**src/rtl/root_descartes_quadruple_enum_defines.svh**
```systemverilog
// Assertion helpers for the quadruple enumerator.
// Both expect the signals clock and reset in scope.
`ifndef ROOT_DESCARTES_QUADRUPLE_ENUM_DEFINES_SVH
`define ROOT_DESCARTES_QUADRUPLE_ENUM_DEFINES_SVH

`define RDQE_CHECK(label, prop, msg) \
   label: assert property (@(posedge clock) disable iff (reset) (prop)) \
      else $error(msg);

`define RDQE_IMPLY(label, cond, prop, msg) \
   label: assert property (@(posedge clock) disable iff (reset) (cond) |-> (prop)) \
      else $error(msg);

`endif

```
**src/rtl/rdqe_pkg.sv**
```systemverilog
`default_nettype none

package rdqe_pkg;

   localparam int AW     = 7;   // a, the outer bend magnitude
   localparam int BW     = 8;   // b
   localparam int CW     = 14;  // c
   localparam int FW     = 15;  // fourth bend
   localparam int QW     = 24;  // q = b*c - a*(b+c)
   localparam int NUM_W  = 17;  // (a+b)^2
   localparam int DEN_W  = 10;  // 4*(b-a)
   localparam int STEP_W = 5;   // divider step counter
   localparam int SQ_W   = 12;  // square root of q
   localparam int GK_W   = 4;   // common power of two in the gcd
   localparam int KP_W   = 39;  // K times a

   localparam int REQ_TDATA_W = 8;
   localparam int RSP_TDATA_W = 48;

   localparam logic [31:0]   K_Q30    = 32'd2313592086;
   localparam int            K_FRAC   = 30;
   localparam logic [AW-1:0] MAX_BEND = 7'd100;

   // Fill quadruple (-1, 2, 2, 3), packed as on the result bus.
   localparam logic [7:0]    FILL_OUTER  = 8'hFF;
   localparam logic [BW-1:0] FILL_SECOND = 8'd2;
   localparam logic [CW-1:0] FILL_THIRD  = 14'd2;
   localparam logic [FW-1:0] FILL_FOURTH = 15'd3;
   localparam logic [RSP_TDATA_W-1:0] FILL_TDATA =
      {3'b000, FILL_FOURTH, FILL_THIRD, FILL_SECOND, FILL_OUTER};

   typedef struct packed {
      logic full;
      logic empty;
   } q_stat_type;

endpackage

`default_nettype wire

```
**src/rtl/rdqe_fifo.sv**
```systemverilog
`default_nettype none

// Two-entry queue between the request front and the search engine.
module rdqe_fifo #(
   parameter int W = 7
) (
   input  wire                     clock,
   input  wire                     reset,
   input  wire                     push,
   input  wire  [W-1:0]            push_data,
   input  wire                     pop,
   output logic [W-1:0]            pop_data,
   output rdqe_pkg::q_stat_type    stat
);
   import rdqe_pkg::*;

   logic [W-1:0] mem_ff [2];
   logic         wr_ptr_ff, wr_ptr_in;
   logic         rd_ptr_ff, rd_ptr_in;
   logic [1:0]   cnt_ff, cnt_in;
   logic         do_push, do_pop;

   assign stat       = '{full: (cnt_ff == 2'd2), empty: (cnt_ff == 2'd0)};
   assign do_push    = push && !stat.full;
   assign do_pop     = pop && !stat.empty;
   assign pop_data   = mem_ff[rd_ptr_ff];

   always_comb begin
      wr_ptr_in = wr_ptr_ff ^ do_push;
      rd_ptr_in = rd_ptr_ff ^ do_pop;
      cnt_in    = cnt_ff + {1'b0, do_push} - {1'b0, do_pop};
   end

   always_ff @(posedge clock) begin
      if (reset) begin
         wr_ptr_ff <= 1'b0;
         rd_ptr_ff <= 1'b0;
         cnt_ff    <= 2'd0;
      end else begin
         wr_ptr_ff <= wr_ptr_in;
         rd_ptr_ff <= rd_ptr_in;
         cnt_ff    <= cnt_in;
      end
      if (do_push) begin
         mem_ff[wr_ptr_ff] <= push_data;
      end
   end

endmodule

`default_nettype wire

```
**src/rtl/rdqe_front.sv**
```systemverilog
`default_nettype none

// Takes requests, drops zero counts, saturates the rest and hands them to the queue.
module rdqe_front #(
   parameter int MAX_COUNT = 64,
   parameter int CNT_W     = 7
) (
   input  wire                     clock,
   input  wire                     reset,
   input  wire                     req_tvalid,
   output logic                    req_tready,
   input  wire  [6:0]              req_count,
   input  wire rdqe_pkg::q_stat_type q_stat,
   output logic                    q_push,
   output logic [CNT_W-1:0]        q_data
);
   import rdqe_pkg::*;

   logic             stage_valid_ff, stage_valid_in;
   logic [CNT_W-1:0] stage_cnt_ff, stage_cnt_in;
   logic [6:0]       sat_count;
   logic             accept;

   assign q_push     = stage_valid_ff && !q_stat.full;
   assign q_data     = stage_cnt_ff;
   assign req_tready = !stage_valid_ff || q_push;
   assign accept     = req_tvalid && req_tready;
   assign sat_count  = (req_count > 7'(MAX_COUNT)) ? 7'(MAX_COUNT) : req_count;

   always_comb begin
      stage_valid_in = stage_valid_ff;
      stage_cnt_in   = stage_cnt_ff;
      if (accept) begin
         stage_valid_in = (req_count != 7'd0);
         stage_cnt_in   = CNT_W'(sat_count);
      end else if (q_push) begin
         stage_valid_in = 1'b0;
      end
   end

   always_ff @(posedge clock) begin
      if (reset) begin
         stage_valid_ff <= 1'b0;
      end else begin
         stage_valid_ff <= stage_valid_in;
      end
      stage_cnt_ff <= stage_cnt_in;
   end

endmodule

`default_nettype wire

```
**src/rtl/rdqe_search.sv**
```systemverilog
`default_nettype none

// Search engine: walks a, b and c, with a bit-serial divider for the c bound,
// a digit-serial square root and a binary gcd, and holds the result register.
module rdqe_search #(
   parameter int CNT_W = 7
) (
   input  wire                                  clock,
   input  wire                                  reset,
   input  wire rdqe_pkg::q_stat_type            q_stat,
   input  wire  [CNT_W-1:0]                     q_data,
   output logic                                 q_pop,
   input  wire                                  rsp_tready,
   output logic                                 rsp_tvalid,
   output logic [rdqe_pkg::RSP_TDATA_W-1:0]     rsp_tdata,
   output logic                                 rsp_tuser,
   output logic                                 rsp_tlast
);
   import rdqe_pkg::*;

   typedef enum logic [3:0] {
      S_IDLE, S_ASET, S_BCHK, S_DIV, S_CCHK, S_QCALC, S_SQRT, S_GCD, S_EMIT, S_FILL
   } state_type;

   state_type        state_ff, state_in;
   logic [CNT_W-1:0] n_ff, n_in, found_ff, found_in;
   logic [AW-1:0]    a_ff, a_in;
   logic [BW-1:0]    b_ff, b_in, bmax_ff, bmax_in;
   logic [CW-1:0]    c_ff, c_in;
   logic [NUM_W-1:0] cmax_ff, cmax_in, num_ff, num_in;
   logic [DEN_W-1:0] den_ff, den_in, rem_ff, rem_in;
   logic [STEP_W-1:0] step_ff, step_in;
   logic [QW-1:0]    p1_ff, p1_in, p2_ff, p2_in, v_ff, v_in, bit_ff, bit_in;
   logic [QW:0]      r_ff, r_in;
   logic [CW-1:0]    gx_ff, gx_in, gy_ff, gy_in;
   logic [GK_W-1:0]  gk_ff, gk_in;
   logic             gph_ff, gph_in;
   logic             out_valid_ff, out_valid_in;
   logic [RSP_TDATA_W-1:0] out_data_ff, out_data_in;
   logic             out_user_ff, out_user_in, out_last_ff, out_last_in;

   logic              out_free;
   logic [CNT_W-1:0]  found_plus;
   logic              run_last;
   logic [KP_W-1:0]   kp;
   logic [8:0]        ab_sum;
   logic [17:0]       ab_sq;
   logic [BW-1:0]     ab_diff;
   logic [DEN_W:0]    rem_sh;
   logic              div_ge;
   logic [QW:0]       rb;
   logic [CW-1:0]     g_val;
   logic [15:0]       fourth;
   logic [7:0]        outer;

   assign rsp_tvalid = out_valid_ff;
   assign rsp_tdata  = out_data_ff;
   assign rsp_tuser  = out_user_ff;
   assign rsp_tlast  = out_last_ff;

   assign out_free   = !out_valid_ff || rsp_tready;
   assign found_plus = found_ff + 1'b1;
   assign run_last   = (found_plus == n_ff);
   assign kp         = KP_W'(K_Q30) * KP_W'(a_ff);
   assign ab_sum     = {2'b00, a_ff} + {1'b0, b_ff};
   assign ab_sq      = ab_sum * ab_sum;
   assign ab_diff    = b_ff - {1'b0, a_ff};
   assign rem_sh     = {rem_ff, num_ff[NUM_W-1]};
   assign div_ge     = rem_sh >= {1'b0, den_ff};
   assign rb         = r_ff + {1'b0, bit_ff};
   assign g_val      = (gx_ff | gy_ff) << gk_ff;
   assign outer      = 8'd0 - {1'b0, a_ff};
   assign fourth     = {8'd0, b_ff} + {2'd0, c_ff} - {9'd0, a_ff}
                       - {3'd0, r_ff[SQ_W-1:0], 1'b0};

   always_comb begin
      state_in     = state_ff;
      n_in         = n_ff;
      found_in     = found_ff;
      a_in         = a_ff;
      b_in         = b_ff;
      bmax_in      = bmax_ff;
      c_in         = c_ff;
      cmax_in      = cmax_ff;
      num_in       = num_ff;
      den_in       = den_ff;
      rem_in       = rem_ff;
      step_in      = step_ff;
      p1_in        = p1_ff;
      p2_in        = p2_ff;
      v_in         = v_ff;
      r_in         = r_ff;
      bit_in       = bit_ff;
      gx_in        = gx_ff;
      gy_in        = gy_ff;
      gk_in        = gk_ff;
      gph_in       = gph_ff;
      out_valid_in = out_valid_ff && !rsp_tready;
      out_data_in  = out_data_ff;
      out_user_in  = out_user_ff;
      out_last_in  = out_last_ff;
      q_pop        = 1'b0;

      unique case (state_ff)
         S_IDLE: begin
            if (!q_stat.empty) begin
               q_pop    = 1'b1;
               n_in     = q_data;
               found_in = '0;
               a_in     = '0;
               state_in = S_ASET;
            end
         end
         S_ASET: begin
            if (a_ff == MAX_BEND) begin
               state_in = S_FILL;
            end else begin
               bmax_in  = kp[K_FRAC+BW-1:K_FRAC];
               b_in     = {1'b0, a_ff} + 1'b1;
               state_in = S_BCHK;
            end
         end
         S_BCHK: begin
            if (b_ff > bmax_ff) begin
               a_in     = a_ff + 1'b1;
               state_in = S_ASET;
            end else begin
               num_in   = ab_sq[NUM_W-1:0];
               den_in   = {ab_diff, 2'b00};
               rem_in   = '0;
               step_in  = '0;
               state_in = S_DIV;
            end
         end
         S_DIV: begin
            // Restoring division, one quotient bit per cycle.
            rem_in  = div_ge ? DEN_W'(rem_sh - {1'b0, den_ff}) : rem_sh[DEN_W-1:0];
            num_in  = {num_ff[NUM_W-2:0], div_ge};
            step_in = step_ff + 1'b1;
            if (step_ff == STEP_W'(NUM_W - 1)) begin
               cmax_in  = {num_ff[NUM_W-2:0], div_ge};
               c_in     = {6'd0, b_ff};
               state_in = S_CCHK;
            end
         end
         S_CCHK: begin
            if ({3'd0, c_ff} > cmax_ff) begin
               b_in     = b_ff + 1'b1;
               state_in = S_BCHK;
            end else begin
               p1_in    = QW'(b_ff * c_ff);
               p2_in    = QW'(a_ff * ({7'd0, b_ff} + {1'b0, c_ff}));
               state_in = S_QCALC;
            end
         end
         S_QCALC: begin
            if (p1_ff < p2_ff) begin
               c_in     = c_ff + 1'b1;
               state_in = S_CCHK;
            end else begin
               v_in     = p1_ff - p2_ff;
               r_in     = '0;
               bit_in   = QW'(1) << (QW - 2);
               state_in = S_SQRT;
            end
         end
         S_SQRT: begin
            if (bit_ff == '0) begin
               // A zero remainder means q is a perfect square.
               if (v_ff == '0) begin
                  gx_in    = {7'd0, a_ff};
                  gy_in    = {6'd0, b_ff};
                  gk_in    = '0;
                  gph_in   = 1'b0;
                  state_in = S_GCD;
               end else begin
                  c_in     = c_ff + 1'b1;
                  state_in = S_CCHK;
               end
            end else begin
               if ({1'b0, v_ff} >= rb) begin
                  v_in = v_ff - rb[QW-1:0];
                  r_in = (r_ff >> 1) + {1'b0, bit_ff};
               end else begin
                  r_in = r_ff >> 1;
               end
               bit_in = bit_ff >> 2;
            end
         end
         S_GCD: begin
            // Binary gcd: first gcd(a,b), then gcd of that with c.
            priority if (gx_ff == '0 || gy_ff == '0) begin
               if (!gph_ff) begin
                  gx_in  = g_val;
                  gy_in  = c_ff;
                  gk_in  = '0;
                  gph_in = 1'b1;
               end else if (g_val == CW'(1)) begin
                  state_in = S_EMIT;
               end else begin
                  c_in     = c_ff + 1'b1;
                  state_in = S_CCHK;
               end
            end else if (!gx_ff[0] && !gy_ff[0]) begin
               gx_in = gx_ff >> 1;
               gy_in = gy_ff >> 1;
               gk_in = gk_ff + 1'b1;
            end else if (!gx_ff[0]) begin
               gx_in = gx_ff >> 1;
            end else if (!gy_ff[0]) begin
               gy_in = gy_ff >> 1;
            end else if (gx_ff >= gy_ff) begin
               gx_in = (gx_ff - gy_ff) >> 1;
            end else begin
               gy_in = (gy_ff - gx_ff) >> 1;
            end
         end
         S_EMIT: begin
            if (out_free) begin
               out_valid_in = 1'b1;
               out_data_in  = {3'b000, fourth[FW-1:0], c_ff, b_ff, outer};
               out_user_in  = 1'b0;
               out_last_in  = run_last;
               found_in     = found_plus;
               c_in         = c_ff + 1'b1;
               state_in     = run_last ? S_IDLE : S_CCHK;
            end
         end
         S_FILL: begin
            if (out_free) begin
               out_valid_in = 1'b1;
               out_data_in  = FILL_TDATA;
               out_user_in  = 1'b1;
               out_last_in  = run_last;
               found_in     = found_plus;
               if (run_last) begin
                  state_in = S_IDLE;
               end
            end
         end
         default: state_in = S_IDLE;
      endcase
   end

   always_ff @(posedge clock) begin
      if (reset) begin
         state_ff     <= S_IDLE;
         out_valid_ff <= 1'b0;
      end else begin
         state_ff     <= state_in;
         out_valid_ff <= out_valid_in;
      end
      n_ff        <= n_in;
      found_ff    <= found_in;
      a_ff        <= a_in;
      b_ff        <= b_in;
      bmax_ff     <= bmax_in;
      c_ff        <= c_in;
      cmax_ff     <= cmax_in;
      num_ff      <= num_in;
      den_ff      <= den_in;
      rem_ff      <= rem_in;
      step_ff     <= step_in;
      p1_ff       <= p1_in;
      p2_ff       <= p2_in;
      v_ff        <= v_in;
      r_ff        <= r_in;
      bit_ff      <= bit_in;
      gx_ff       <= gx_in;
      gy_ff       <= gy_in;
      gk_ff       <= gk_in;
      gph_ff      <= gph_in;
      out_data_ff <= out_data_in;
      out_user_ff <= out_user_in;
      out_last_ff <= out_last_in;
   end

endmodule

`default_nettype wire

```
**src/rtl/root_descartes_quadruple_enum.sv**
```systemverilog
// Channel  Direction  Item
// req      in         request count (tdata[6:0])
// rsp      out        one quadruple; tuser marks a fill item, tlast ends the run
//
// Each c candidate computes its products and, where q is not negative, a square root
// over 12 digits; each b value adds the bit-serial divider that bounds c, and a kept
// candidate adds its gcd steps.
// A zero count is taken and gives nothing. Reset is synchronous and clears control.
// The front keeps taking requests into a two-entry queue while the search runs,
// and a result waiting on rsp_tready stalls only the search.
`default_nettype none
`include "root_descartes_quadruple_enum_defines.svh"

module root_descartes_quadruple_enum #(
   parameter int MAX_COUNT = 64
) (
   input  wire                                clock,
   input  wire                                reset,
   input  wire                                req_tvalid,
   output logic                               req_tready,
   input  wire  [rdqe_pkg::REQ_TDATA_W-1:0]   req_tdata,   // [6:0] count
   output logic                               rsp_tvalid,
   input  wire                                rsp_tready,
   // [7:0] outer_bend, [15:8] second_bend, [29:16] third_bend, [44:30] fourth_bend
   output logic [rdqe_pkg::RSP_TDATA_W-1:0]   rsp_tdata,
   output logic                               rsp_tuser,   // [0] from_default
   output logic                               rsp_tlast
);
   import rdqe_pkg::*;

   localparam int CNT_W = $clog2(MAX_COUNT + 1);

   q_stat_type       q_stat;
   logic             q_push, q_pop;
   logic [CNT_W-1:0] q_wdata, q_rdata;

   rdqe_front #(.MAX_COUNT(MAX_COUNT), .CNT_W(CNT_W)) u_front (
      .clock      (clock),
      .reset      (reset),
      .req_tvalid (req_tvalid),
      .req_tready (req_tready),
      .req_count  (req_tdata[6:0]),
      .q_stat     (q_stat),
      .q_push     (q_push),
      .q_data     (q_wdata)
   );

   rdqe_fifo #(.W(CNT_W)) u_fifo (
      .clock     (clock),
      .reset     (reset),
      .push      (q_push),
      .push_data (q_wdata),
      .pop       (q_pop),
      .pop_data  (q_rdata),
      .stat      (q_stat)
   );

   rdqe_search #(.CNT_W(CNT_W)) u_search (
      .clock      (clock),
      .reset      (reset),
      .q_stat     (q_stat),
      .q_data     (q_rdata),
      .q_pop      (q_pop),
      .rsp_tready (rsp_tready),
      .rsp_tvalid (rsp_tvalid),
      .rsp_tdata  (rsp_tdata),
      .rsp_tuser  (rsp_tuser),
      .rsp_tlast  (rsp_tlast)
   );

   `RDQE_IMPLY(a_fill_item, rsp_tvalid && rsp_tuser, rsp_tdata == FILL_TDATA, "fill item is not the default quadruple")
   `RDQE_IMPLY(a_bend_order, rsp_tvalid && !rsp_tuser, (8'd0 - rsp_tdata[7:0]) < rsp_tdata[15:8], "second bend not above the outer bend")
   `RDQE_CHECK(a_queue_state, !(q_stat.full && q_stat.empty), "queue both full and empty")

endmodule

`default_nettype wire

```
**config.mk**
```make
export PLATFORM = sky130hd
export DESIGN_NAME = root_descartes_quadruple_enum
export DESIGN_NICKNAME = d
export VERILOG_FILES = /design/src/rtl/rdqe_pkg.sv /design/src/rtl/rdqe_fifo.sv /design/src/rtl/rdqe_front.sv /design/src/rtl/rdqe_search.sv /design/src/rtl/root_descartes_quadruple_enum.sv
export VERILOG_INCLUDE_DIRS = /design/src /design/src/rtl
export SDC_FILE = /design/constraint.sdc
export NUM_CORES = 2
export LEC_CHECK = 0
export ABC_AREA = 0
export ABC_CLOCK_PERIOD_IN_PS = 10300
export BUFFER_PORTS_ARGS = -buffer_cell sky130_fd_sc_hd__buf_2
export CELL_PAD_IN_SITES_DETAIL_PLACEMENT = 0
export CELL_PAD_IN_SITES_GLOBAL_PLACEMENT = 1
export CORE_MARGIN = 2
export CORE_UTILIZATION = 29
export CTS_BUF_LIST = sky130_fd_sc_hd__clkbuf_2 sky130_fd_sc_hd__clkbuf_4 sky130_fd_sc_hd__clkbuf_8
export CTS_CLUSTER_SIZE = 28
export DETAILED_ROUTE_END_ITERATION = 10
export PLACE_DENSITY = 0.52
export SYNTH_ARGS = -nofsm -noshare
export SYNTH_HDL_FRONTEND = slang
export SYNTH_HIERARCHICAL = 1
export SYNTH_SLANG_ARGS = --single-unit
```
**constraint.sdc**
```tcl
create_clock -name clock -period 10.3 [get_ports clock]
set_input_delay 2.06 -clock clock [delete_from_list [all_inputs] [get_ports clock]]
set_output_delay 2.06 -clock clock [all_outputs]
set_load 0.01 [all_outputs]
```
==> flow_summary.yaml <==
synthesis:
  syn_area_sq_um: 33100
  synth_top_area_frac: 0.285
  syn_area_per_cell_sq_um: 9.60
  ys_types: 87
  yosys_warnings: 6
  yosysMostFrequentCell: "inv_1"
  synth_area_leaders: "edfxtp_1 (29%), ha_1 (16%), fa_1 (14%), inv_1 (5.7%), xnor2_1 (4.0%)"
  synthFlopType: "edfxtp_1"
  synth_edf_count: 314
  yosysSeqAreaShare: 0.291
  yosysTopAreaCell: "edfxtp_1"
  ys_seq_elements: 324
  synthArstFlopShare: 0
  synth_common_cells: "inv_1 (505), ha_1 (412), edfxtp_1 (314), nor2_1 (276), nand2_1 (237)"
  syn_inst: 3445
die:
  io_pins: 64
  core_sq_um: 113000
  dieArea_sq_um: 117000
  rows: 123
  dieHeight_um: 342
  die_w_um: 342
  initial_core_util: 0.293
placed_design:
  gp_congestion: 0.806
  dp_hpwl_um: 76600
  io_buffers: 59
  pre_cts_slack_ns: 2.52
final_layout:
  finalNetCount: 4188
  fillers: 11771
  drive_gt1_frac: 0.0801
  area_growth_pct: 11.0
global_route:
  grt_overflow: 0
  antenna_found_initial: 7
  grt_pass1_vias: 25126
  grt_use_total: 0.174
  grt_first_pass_wirelength_um: 155000
  grt_max_degree: 52
cts:
  cts_buffers: 68
  cts_max_level: 3
  cts_tree: "built"
  clockRootBuffer: "clkbuf_8"
  cts_hold_buf: 0
  clk_latency_ns: 0.71
  clk_pin_slew_ns: 0.06
  post-cts-setup-buffers: 0
  clock_sinks: 324
  cts_resized: 0
  clockBufferDepth: 3
drt:
  postRouteAntennaNets: 0
  drt-initial-drc-count: 1340
  viasPerCell: 4.78
  first_pass_iters: 5
  avgRoutedWirePerCell_um: 19.6
  wirelength_um: 99700
  num_vias: 24329
  route.detailed.drc: 0
sta:
  finalHoldViolations: 0
  setup_ws_ns: 2.57
  finalClockSkew_ns: 0.0523
  clock.fmax_ghz: 0.129
  period_needed_ns: 7.73
  fin_hold_ws_ns: 0.456
  finalSetupViolCount: 0
  slew_headroom: 0.247
  period_share: 0.750
  finalSetupTns_ns: 0
  slew_viol_final: 0
  worstMarginPinSlew_ns: 1.13
  rsz0062_at_grt: "no"
setup_path:
  critPathSlowestCell: "a2111oi_1"
  r2r_start: "u_search/c_ff[0]"
  worstPathArrival_ns: 8.16
  crit_type: "register to register"
  rrSetupSlack_ns: 2.57
  crit_path_end_kind: "register"
  crit_start: "u_search/c_ff[0]"
  cp_max_fo: 12
  ff2ff_path_depth: 25
  required_ns: 10.73
  crit-reg2reg-capture: "u_search/p2_ff[20]"
  crit_path_end: "u_search/p2_ff[20]"
  crit_top_cell: "fa_1"
  critPathLaunchType: "register"
  slowest_delay_ns: 0.73
hold_path:
  min_from: "u_search/num_ff[9]"
  hold_class: "register to register"
status:
  status: "complete, no violations"
run:
  max_cap_viol_count: 0
cell usage in the layout (no fill, tap or decap), types with 60 or more instances in the layout:
cell type / synthesis / final
and2_1: 137 / 137
inv_1: 505 / 504
xor2_1: 79 / 79
nand2_1: 237 / 237
edfxtp_1: 314 / 314
clkbuf_8: 0 / 68
o21ai_0: 126 / 125
ha_1: 412 / 412
fa_1: 230 / 230
a21oi_1: 170 / 170
nor2_1: 276 / 273
xnor2_1: 151 / 151
nand3_1: 60 / 60
kinds of logic (layout without fill, tap and decap cells):
logic type	count (synthesis)	in the layout	synth area share
other cells	1	10	0.000113
compound gates	611	611	0.120
fa+ha+maj	642	642	0.295
buf+inv	609	747	0.0703
mux	46	46	0.0177
simple gates	981	981	0.144
flops	324	324	0.291
xor+xnor	231	231	0.0616
registers in the layout, indices dropped and copies added, names as in the netlist, 10 cells and up:
register / cells
u_fifo/mem_ff: 14
u_search/num_ff: 17
u_search/rem_ff: 10
u_search/bit_ff: 12
u_search/p1_ff: 22
u_search/rsp_tdata: 45
u_search/gx_ff: 14
u_search/gy_ff: 14
u_search/v_ff: 24
u_search/c_ff: 14
u_search/p2_ff: 22
u_search/r_ff: 25
u_search/cmax_ff: 17
worst min path at each step:
stage          cells past startpoint  slack (ns)              endpoint
3_3_place_gp                       0        0.44   u_search/cmax_ff[3]
3_5_place_dp                       0        0.44  u_search/cmax_ff[15]
2_1_floorplan                      0        0.42   u_search/cmax_ff[1]
5_1_grt                            0        0.47  u_search/cmax_ff[16]
4_1_cts                            0        0.46  u_search/cmax_ff[10]
6_report                           0        0.46  u_search/cmax_ff[10]
through the flow:
| step | std cells | cell area, sq um | utilization |
|---|---|---|---|
| after CTS | 5085 | 36700 | 0.325 |
| after global placement | 4964 | 35300 | 0.313 |
| after global routing | 5089 | 36700 | 0.325 |
| after detailed placement | 4964 | 35300 | 0.313 |
| final | 5092 | 36700 | 0.325 |
| after floorplan | 3447 | 33100 | - |
cell type report:
type / count / area (sq um) / share of cell area
Multi-Input combinational cell: 2514 / 21200 / 0.578
Sequential cell: 324 / 9630 / 0.262
Inverter: 513 / 1930 / 0.0525
Tap cell: 1500 / 1880 / 0.0511
Clock buffer: 86 / 1070 / 0.0292
Timing Repair Buffer: 113 / 701 / 0.0191
Clock inverter: 35 / 290 / 0.00791
Antenna cell: 7 / 17.5 / 0.000477
per-layer routing:
layer / routed length (um) / track usage
met2: 47800 / 0.295
met3: 2980 / 0.0200
met4: 1370 / 0.0341
met5: 27 / 0
met1: 47500 / 0.238
critical path, delay by kind of cell (launching register included):
family | cells | cell delay (ns)
AND/OR/NAND/NOR | 3 | 0.67
adder cells (fa/ha/maj) | 7 | 2.93
flip-flops | 1 | 0.68
XOR/XNOR | 2 | 0.32
buffers and inverters | 3 | 0.16
AO/OA/AOI/OAI | 10 | 2.72
Power is not shown: default switching activity piles up to over one toggle a cycle in this logic, so the estimate is an artifact.
